==> src/rtl/assert_macros.svh <==
// Assertion macros used by the sum tree core.
`ifndef ASSERT_MACROS_SVH
`define ASSERT_MACROS_SVH

// Property checked on every rising edge of clk, disabled while arst_n is low.
`define PST_ASSERT(lbl, prop, msg) \
	lbl: assert property (@(posedge clk) disable iff (!arst_n) prop) else $error(msg);

// Condition that must never be true on a rising edge of clk.
`define PST_NEVER(lbl, expr, msg) \
	`PST_ASSERT(lbl, !(expr), msg)

`endif

==> src/rtl/pst_pkg.sv <==
// Types and constants of the priority sum tree.
package pst_pkg;

	localparam int SUM_W  = 42;
	localparam int PRIO_W = 32;
	localparam int LEAF_W = 10;
	localparam int FILL_W = 11;
	localparam int REQ_W  = 2;
	localparam int STAT_W = 2;

	localparam logic [PRIO_W-1:0] INIT_MAX_PRIO = 32'd65536;

	localparam logic [REQ_W-1:0] REQ_APPEND = 2'd0;
	localparam logic [REQ_W-1:0] REQ_UPDATE = 2'd1;
	localparam logic [REQ_W-1:0] REQ_SEARCH = 2'd2;

	localparam logic [STAT_W-1:0] STAT_OK        = 2'd0;
	localparam logic [STAT_W-1:0] STAT_FULL      = 2'd1;
	localparam logic [STAT_W-1:0] STAT_NOT_FILLED = 2'd2;
	localparam logic [STAT_W-1:0] STAT_ZERO      = 2'd3;

	typedef enum logic [3:0] {
		ST_CLEAR,
		ST_IDLE,
		ST_LEAF_WR,
		ST_UP_RD,
		ST_UP_WR,
		ST_DN_RD,
		ST_DN_CMP,
		ST_LEAF_RD,
		ST_LEAF_DATA,
		ST_FINISH
	} state_t;

	typedef enum logic {
		ALU_ADD,
		ALU_SUB
	} alu_op_t;

	typedef struct packed {
		logic [SUM_W-1:0] value;
		logic             flag;
	} alu_res_t;

endpackage

==> src/rtl/pst_alu.sv <==
// Shared adder of the sum tree: saturating add, or subtract with a less-or-equal flag.
module pst_alu (
	input  pst_pkg::alu_op_t          op,
	input  logic [pst_pkg::SUM_W-1:0] a,
	input  logic [pst_pkg::SUM_W-1:0] b,
	output pst_pkg::alu_res_t         res
);
	import pst_pkg::*;

	logic [SUM_W:0] b_ext;
	logic [SUM_W:0] s;

	always_comb begin
		b_ext = (op == ALU_SUB) ? ~{1'b0, b} : {1'b0, b};
		s = {1'b0, a} + b_ext + {{SUM_W{1'b0}}, (op == ALU_SUB)};
		unique case (op)
			ALU_ADD: begin
				res.value = s[SUM_W] ? {SUM_W{1'b1}} : s[SUM_W-1:0];
				res.flag  = s[SUM_W];
			end
			ALU_SUB: begin
				res.value = s[SUM_W-1:0];
				res.flag  = s[SUM_W] | (s[SUM_W-1:0] == '0);
			end
			default: begin
				res.value = s[SUM_W-1:0];
				res.flag  = 1'b0;
			end
		endcase
	end

endmodule

==> config.mk <==
export PLATFORM = sky130hd
export DESIGN_NAME = pst_alu
export DESIGN_NICKNAME = d
export VERILOG_FILES = /design/src/rtl/assert_macros.svh /design/src/rtl/pst_pkg.sv /design/src/rtl/pst_alu.sv
export SDC_FILE = /design/constraint.sdc
export NUM_CORES = 1
export LEC_CHECK = 0
export ABC_AREA = 1
export BUFFER_PORTS_ARGS = -buffer_cell sky130_fd_sc_hd__buf_2
export CAP_MARGIN = 0
export CORE_MARGIN = 2
export CORE_UTILIZATION = 50
export DETAILED_ROUTE_END_ITERATION = 7
export GPL_ROUTABILITY_DRIVEN = 0
export PLACE_DENSITY_LB_ADDON = 0.08
export SYNTH_ARGS = -nofsm -noshare
export SYNTH_HDL_FRONTEND = slang
export SYNTH_SLANG_ARGS = --single-unit
==> constraint.sdc <==
create_clock -name vclk -period 3.5
set_input_delay 0.525 -clock vclk [all_inputs]
set_output_delay 0.525 -clock vclk [all_outputs]
set_load 0.005 [all_outputs]
==> reports/metrics.cfg, run 1 <==
[yosys]
synth_top_area_cell=nand2_1
synth_cells=851
ys.warnings.count=0
ys_types=29
avgSynthCellArea_um2=4.955
ys_seq_area_share_pct=0
synth.area.top_cells=nand2_1 (32%), inv_1 (13%), ha_1 (12%)
syn_area_mm2=0.004217
mappedNetlistNets=979
synth_top_area_share_pct=32.49

[outcome]
tool.error=[ERROR GRT-0232] Routing congestion too high. Check the congestion heatmap in the GUI.
stop_stage=5_1_grt
run_status=aborted with a tool error

[global_routing]
grt_max_degree=16
grt_overflow=1
grtUsageTotal_pct=63.07

[placed_design]
portBuffers=128
dp.cells=1214
place_area_mm2=0.006001
dp_hpwl_mm=12.51

[floorplanning]
die_h_um=95.83
die_width_um=95.83
ios=128
initial_core_util_pct=51.58
num_rows=33

[cts]
cts_hold_repair.buffers=0

[sta]
worst-ep-kind=primary output
postGrtWorstEndpoint=res[0]

-- stage by stage --
stage	TNS (ns)	hold WS, ns	setup WS (ns)	util (%)
after floorplan	0	1.173	0.1076	-
after global placement	-4.712	1.391	-0.2308	73.40
after detailed placement	-5.438	1.390	-0.2662	73.40
after CTS	-0.5397	1.393	-0.1014	77.41
-- what timing repair did --
item                       in CTS
cloned                          4
setup buffers                   9
resized for setup              47
setup endpoints to repair      43
pin swaps                       7
-- synth_stat cells --
library cell / instances
nand2_1: 365
inv_1: 145
nor2_1: 86
xor2_1: 43
ha_1: 42
nand3_1: 39
a21oi_1: 36
nand3b_1: 14
nand3_2: 12
nand4_1: 10
o21ai_0: 10
nand2_2: 9
o21bai_1: 6
buf_6: 5
nor3_1: 5
clkbuf_1: 4
xnor2_1: 4
a21o_1: 3
a31oi_1: 2
nor4_1: 2
a21boi_0: 1
and2_1: 1
and3_1: 1
buf_2: 1
fa_1: 1
inv_2: 1
nand2_4: 1
o21a_1: 1
xor2_2: 1
-- cell families after synthesis --
logic type / synth area share, %
and+or+nand+nor: 54.39
AOI/OAI and AO/OA: 7.715
buffers and inverters: 14.81
adders and majority gates: 12.94
xor gates and xnor gates: 10.15
-- layer usage --
| metal | track usage (%) | GRT overflow |
|---|---|---|
| met1 | 66.57 | 0 |
| met2 | 85.31 | 1 |
| met5 | 7.738 | 0 |
| met3 | 36.81 | 0 |
| met4 | 59.76 | 0 |
==> run 2: changes to the inputs <==
- CORE_UTILIZATION: 50 -> 40
- PLACE_DENSITY_LB_ADDON: 0.08 -> 0.15
- clock period: 3.5 -> 4.55 ns (I/O delays scaled with it)
==> run 2 against run 1 <==
  * The flow now finishes without violations
  * Synthesized cell count is the same
  * Synthesized area is the same
==> reports/metrics.cfg, run 2 <==
[outcome]
run_status=complete, no violations

[sta]
hold_viol=0
finalSetupTns_ns=0
rsz0062_at_grt=no
worst_pin_slew_ns=0.7286
slew_viol_final=0
finalSetupViolCount=0
max_freq_ghz=0.2274
post-route-min-period_ns=4.398
timing.final.crit_share_pct=96.66
slew_headroom_pct=50.98

[drt]
dr.pass1.iters=5
initialDrtViolationCount=419
drc_errors=0
ant_nets=0
via_per_inst=4.887
vias=5420
postRouteWirelength_mm=13.71
wl_per_cell_um=12.36

[yosys]
ys_seq_area_share_pct=0  ; unchanged
syn_area_mm2=0.004217  ; unchanged
yosysMostFrequentCell=nand2_1
synth_top_area_cell=nand2_1
synth.area.top_cells=nand2_1 (32%), inv_1 (13%), ha_1 (12%)
synth_commonest_cells=nand2_1 (365), inv_1 (145), nor2_1 (86)
synth_cells=851  ; unchanged
ys.warnings.count=0  ; unchanged
mappedNetlistNets=979  ; unchanged
ys_types=29  ; unchanged
synth_top_area_share_pct=32.49  ; unchanged
avgSynthCellArea_um2=4.955  ; unchanged

[floorplanning]
ios=128  ; unchanged
die_width_um=106.7  ; +11%
initial_core_util_pct=41.03  ; -11 points
die_h_um=106.7  ; +11%
num_rows=37  ; +12%
coreArea_mm2=0.01028
die_area_mm2=0.01138

[final_layout]
layout.area.seq_um2=0
post-route-util_pct=48.59
nClkBuffers=0
area_delta_synth_final_pct=18.43
drive_above_1_share_pct=16.03
seq_cells=0
final_common_cell=nand2_1
final_cell_mix=nand2_1 (365), inv_1 (145), buf_2 (128), nor2_1 (86), xor2_1 (43)
antenna_cells=0
nets=1103

[power]
power_frac_seq_pct=0
leakage_nw=3.217
switchingPower_w=0.0006327
vdd_ir_drop_max_v=0.00009293
switching_share_pct=62.84
p_per_area_mw_per_mm2=201.6
pwr-share-clk_pct=0
p_int_w=0.0003742
p_comb_share_pct=100.0

[setup_path]
crit_fanout=25
crit_buf_inv=3
critical_path_required_ns=3.87
critical_path.max_stage_delay_ns=0.68
worstPathCellList=buf_2 -> buf_4 -> xor2_1 -> ha_1 -> nand2_1 -> nor4_1 -> nand2_2 -> nand2_2 -> nand2_1 -> nand2_1 -> nand2_1 -> nor2_1 -> nand2_1 -> nor2_1 -> nand3_1 -> a21oi_1 -> buf_2
crit_path_end_kind=primary output
crit_arrival_ns=3.72
crit_start=op
path_delay_family=simple AND/OR/NAND/NOR gates
crit_type=in -> out
startpoint_type=input port
cp_common_cell=nand2_1
path_depth=17
crit_slowest_cell=nor4_1

[global_routing]
grtUsageTotal_pct=23.57
grt_pass1_wl_mm=22.34
grt_pass1_vias=4834
grt_antenna_before_repair=0
grt_max_degree=26
grt_overflow=0

[cts]
postCtsSetupRepairBufs=0  ; -9
cts_hold_repair.buffers=0  ; unchanged
post_cts_resized=0  ; -100%

[worst_hold_path]
whs_path_depth=4
hold_class=in -> out
hp-start=a[0]

[job]
max-cap-violations=0

[placed_design]
dp_hpwl_mm=12.19  ; -2.6%
portBuffers=128  ; unchanged

==> run 2: cell type report <==
cell class | count | area, um^2
inverters | 146 | 548.0
fillers | 1258 | 5284
repair buffers | 132 | 683.2
well taps | 136 | 170.2
multi-input cells | 695 | 3592
==> run 2: path summary, 6_finish.rpt <==
kind,endpoint,slack (ns)
max,res[0],0.15
min,res[1],1.70
==> run 2: per-stage QoR <==
step	instances	area, um^2	setup WS [ns]	hold WS [ns]	power [W]
final	1109	4994	0.1518	1.704	0.001007
after global routing	1109	4994	0.02375	1.751	0.001139
after CTS	1109	4994	0.2178	1.709	0.0009984
after detailed placement	1109	4994	0.2423	1.704	0.0009915
after global placement	1109	4994	0.2513	1.717	0.0009961
after floorplan	851	4217	0.8426	1.488	0.0006722
==> run 2: layer usage <==
metal  wire (um)  GRT usage, %
met1        6679         34.48
met2        5782         38.94
met3         974        0.9119
met4         272         3.803
met5           0             0
==> run 2: worst min-delay path: stages <==
cell     delay, ns
buf_2         0.09
xnor2_1       0.08
nand2_1       0.06
buf_2         0.10
==> run 2: power groups by stage <==
| stage | sequential (W) | combinational, W | clock, W |
|---|---|---|---|
| 6_report | 0 | 0.00101 | 0 |
| 5_1_grt | 0 | 0.00114 | 0 |
| 4_1_cts | 0 | 0.000998 | 0 |
| 3_5_place_dp | 0 | 0.000992 | 0 |
| 3_3_place_gp | 0 | 0.000996 | 0 |
| 2_1_floorplan | 0 | 0.000672 | 0 |
==> run 2: cells by family (layout without fill, tap and decap cells) <==
kind of cell / count (synthesis) / after routing / synth area share (%)
buffers and inverters: 156 / 278 / 14.81
xor gates and xnor gates: 48 / 48 / 10.15
and+or+nand+nor: 545 / 545 / 54.39
AOI/OAI and AO/OA: 59 / 59 / 7.715
adders and majority gates: 43 / 43 / 12.94
No activity file was read; power rests on OpenSTA's default activity.
==> run 3: changes to the inputs <==
- CORE_UTILIZATION: 40 -> 55
==> run 3 against run 2 <==
  * Wire length decreased by 6.3%
  * Worst hold slack about the same
  * Fmax increased by 2.0%
  * Non-clock buffer count decreased by 3
  * Via count increased by 2.7%
  * Design area decreased by 1.4%
  * Total power decreased by 1.3%
  * Critical path type unchanged
  * Largest cell class unchanged
==> reports/metrics.cfg, run 3 (synthesized netlist as in run 2, its figures left out) <==
[outcome]
run_status=complete, no violations

[worst_hold_path]
hold_class=in -> out

[setup_path]
crit_type=in -> out
crit_arrival_ns=3.63  ; -0.09 ns
crit_path_end_kind=primary output
crit_fanout=45  ; +80%
critical_path_required_ns=3.87  ; about the same
startpoint_type=input port

[sta]
post-route-min-period_ns=4.311  ; -0.08677 ns
hold_viol=0  ; unchanged
finalSetupViolCount=0  ; unchanged
finalSetupTns_ns=0  ; unchanged
timing.final.crit_share_pct=94.76  ; -1.9 points
setup_ws_ns=0.2386  ; +0.08677 ns
slew_headroom_pct=59.15  ; +8.2 points
rsz0062_at_grt=no
max_freq_ghz=0.2319  ; +2.0%
worst_pin_slew_ns=0.6071  ; -0.1215 ns
whs_ns=1.704  ; -0.00001000 ns
slew_viol_final=0  ; unchanged

[drt]
ant_nets=0  ; unchanged
postRouteWirelength_mm=12.84  ; -6.3%
dr.pass1.iters=6  ; +1
wl_per_cell_um=12.01  ; -2.8%
initialDrtViolationCount=562  ; +34%
drc_errors=0  ; unchanged
vias=5565  ; +2.7%
via_per_inst=5.206  ; +6.5%

[power]
vdd_ir_drop_max_v=0.0001462  ; +57%
switchingPower_w=0.0006241  ; -1.4%
p_int_w=0.0003694  ; -1.3%
pwr-share-clk_pct=0  ; unchanged
p_comb_share_pct=100.0  ; about the same
leakage_nw=3.202  ; -0.46%
switching_share_pct=62.82  ; about the same
total_power_w=0.0009935  ; -1.3%
p_per_area_mw_per_mm2=201.7  ; about the same
power_frac_seq_pct=0  ; unchanged

[cts]
post_cts_resized=0  ; unchanged
cts_hold_repair.buffers=0  ; unchanged
postCtsSetupRepairBufs=0  ; unchanged

[floorplanning]
coreArea_mm2=0.007331  ; -29%
die_width_um=91.56  ; -14%
initial_core_util_pct=57.52  ; +16 points
ios=128  ; unchanged
die_h_um=91.56  ; -14%
die_area_mm2=0.008383  ; -26%
num_rows=31  ; -16%

[final_layout]
drive_above_1_share_pct=15.77  ; -0.26 points
antenna_cells=0  ; unchanged
final_cell_mix=nand2_1 (365), inv_1 (145), buf_2 (128), nor2_1 (86), xor2_1 (43)
nets=1100  ; -0.27%
multi_input_area_mm2=0.003592  ; unchanged
area_delta_synth_final_pct=16.80
layout.area.seq_um2=0  ; unchanged
nClkBuffers=0  ; unchanged
stdcell_area_mm2=0.004925  ; -1.4%
final_common_cell=nand2_1
seq_cells=0  ; unchanged
nFillCells=837  ; -33%

[global_routing]
grt_pass1_wl_mm=20.91  ; -6.4%
grtUsageTotal_pct=29.31  ; +5.7 points
grt_max_degree=46  ; +77%
grt_overflow=0  ; unchanged
grt_pass1_vias=4694  ; -2.9%
grt_antenna_before_repair=0  ; unchanged

[placed_design]
place_area_mm2=0.004925  ; -1.4%
dp_hpwl_mm=10.98  ; -9.9%
pre_cts_ws_ns=0.3924  ; +0.1501 ns
portBuffers=128  ; unchanged

[job]
max-cap-violations=0  ; unchanged

run 3: changes by cell type in the layout (fill, tap and decap cells not counted), sizes merged:
cell and change:
buf -3
run 3: cell type report:
type	instances	area share [%]
inverters	146	11.13
well taps	99	2.515
repair buffers	129	13.41
multi-input cells	695	72.94
run 3: power by group through the flow:
stage          combinational [W]  sequential, W  clock (W)
2_1_floorplan           0.000672              0          0
3_3_place_gp            0.000962              0          0
4_1_cts                 0.000972              0          0
5_1_grt                  0.00111              0          0
3_5_place_dp            0.000966              0          0
6_report                0.000994              0          0
run 3: worst paths after layout:
check | start | end | depth (start not counted)
setup / recovery | op | res[0] | 18
hold / removal | a[0] | res[1] | 4
run 3: metal layers:
| metal | GRT usage, % | vias up | share of wire [%] |
|---|---|---|---|
| met4 | 5.808 | 0 | 2.3 |
| met2 | 45.77 | 298 | 41 |
| li1 | - | 2861 | - |
| met1 | 43.62 | 2376 | 46 |
| met3 | 2.324 | 30 | 11 |
| met5 | 0 | - | 0 |
run 3: metrics by stage:
step | instances | utilization, %
after floorplan | 851 | -
after global placement | 1069 | 67.18
after detailed placement | 1069 | 67.18
after CTS | 1069 | 67.18
after global routing | 1069 | 67.18
final | 1069 | 67.18
run 3: worst max-delay path, cell delays in order:
cell	delay, ns
buf_2	0.11
buf_12	0.18
xor2_1	0.20
ha_1	0.41
nand2_1	0.13
nor2_1	0.24
nand2_1	0.08
inv_1	0.14
nand4_1	0.16
nand3_1	0.22
xnor2_1	0.16
nand2_1	0.07
nor2_1	0.26
nand2_1	0.08
nor2_1	0.09
nand3_1	0.09
a21oi_1	0.14
buf_2	0.13
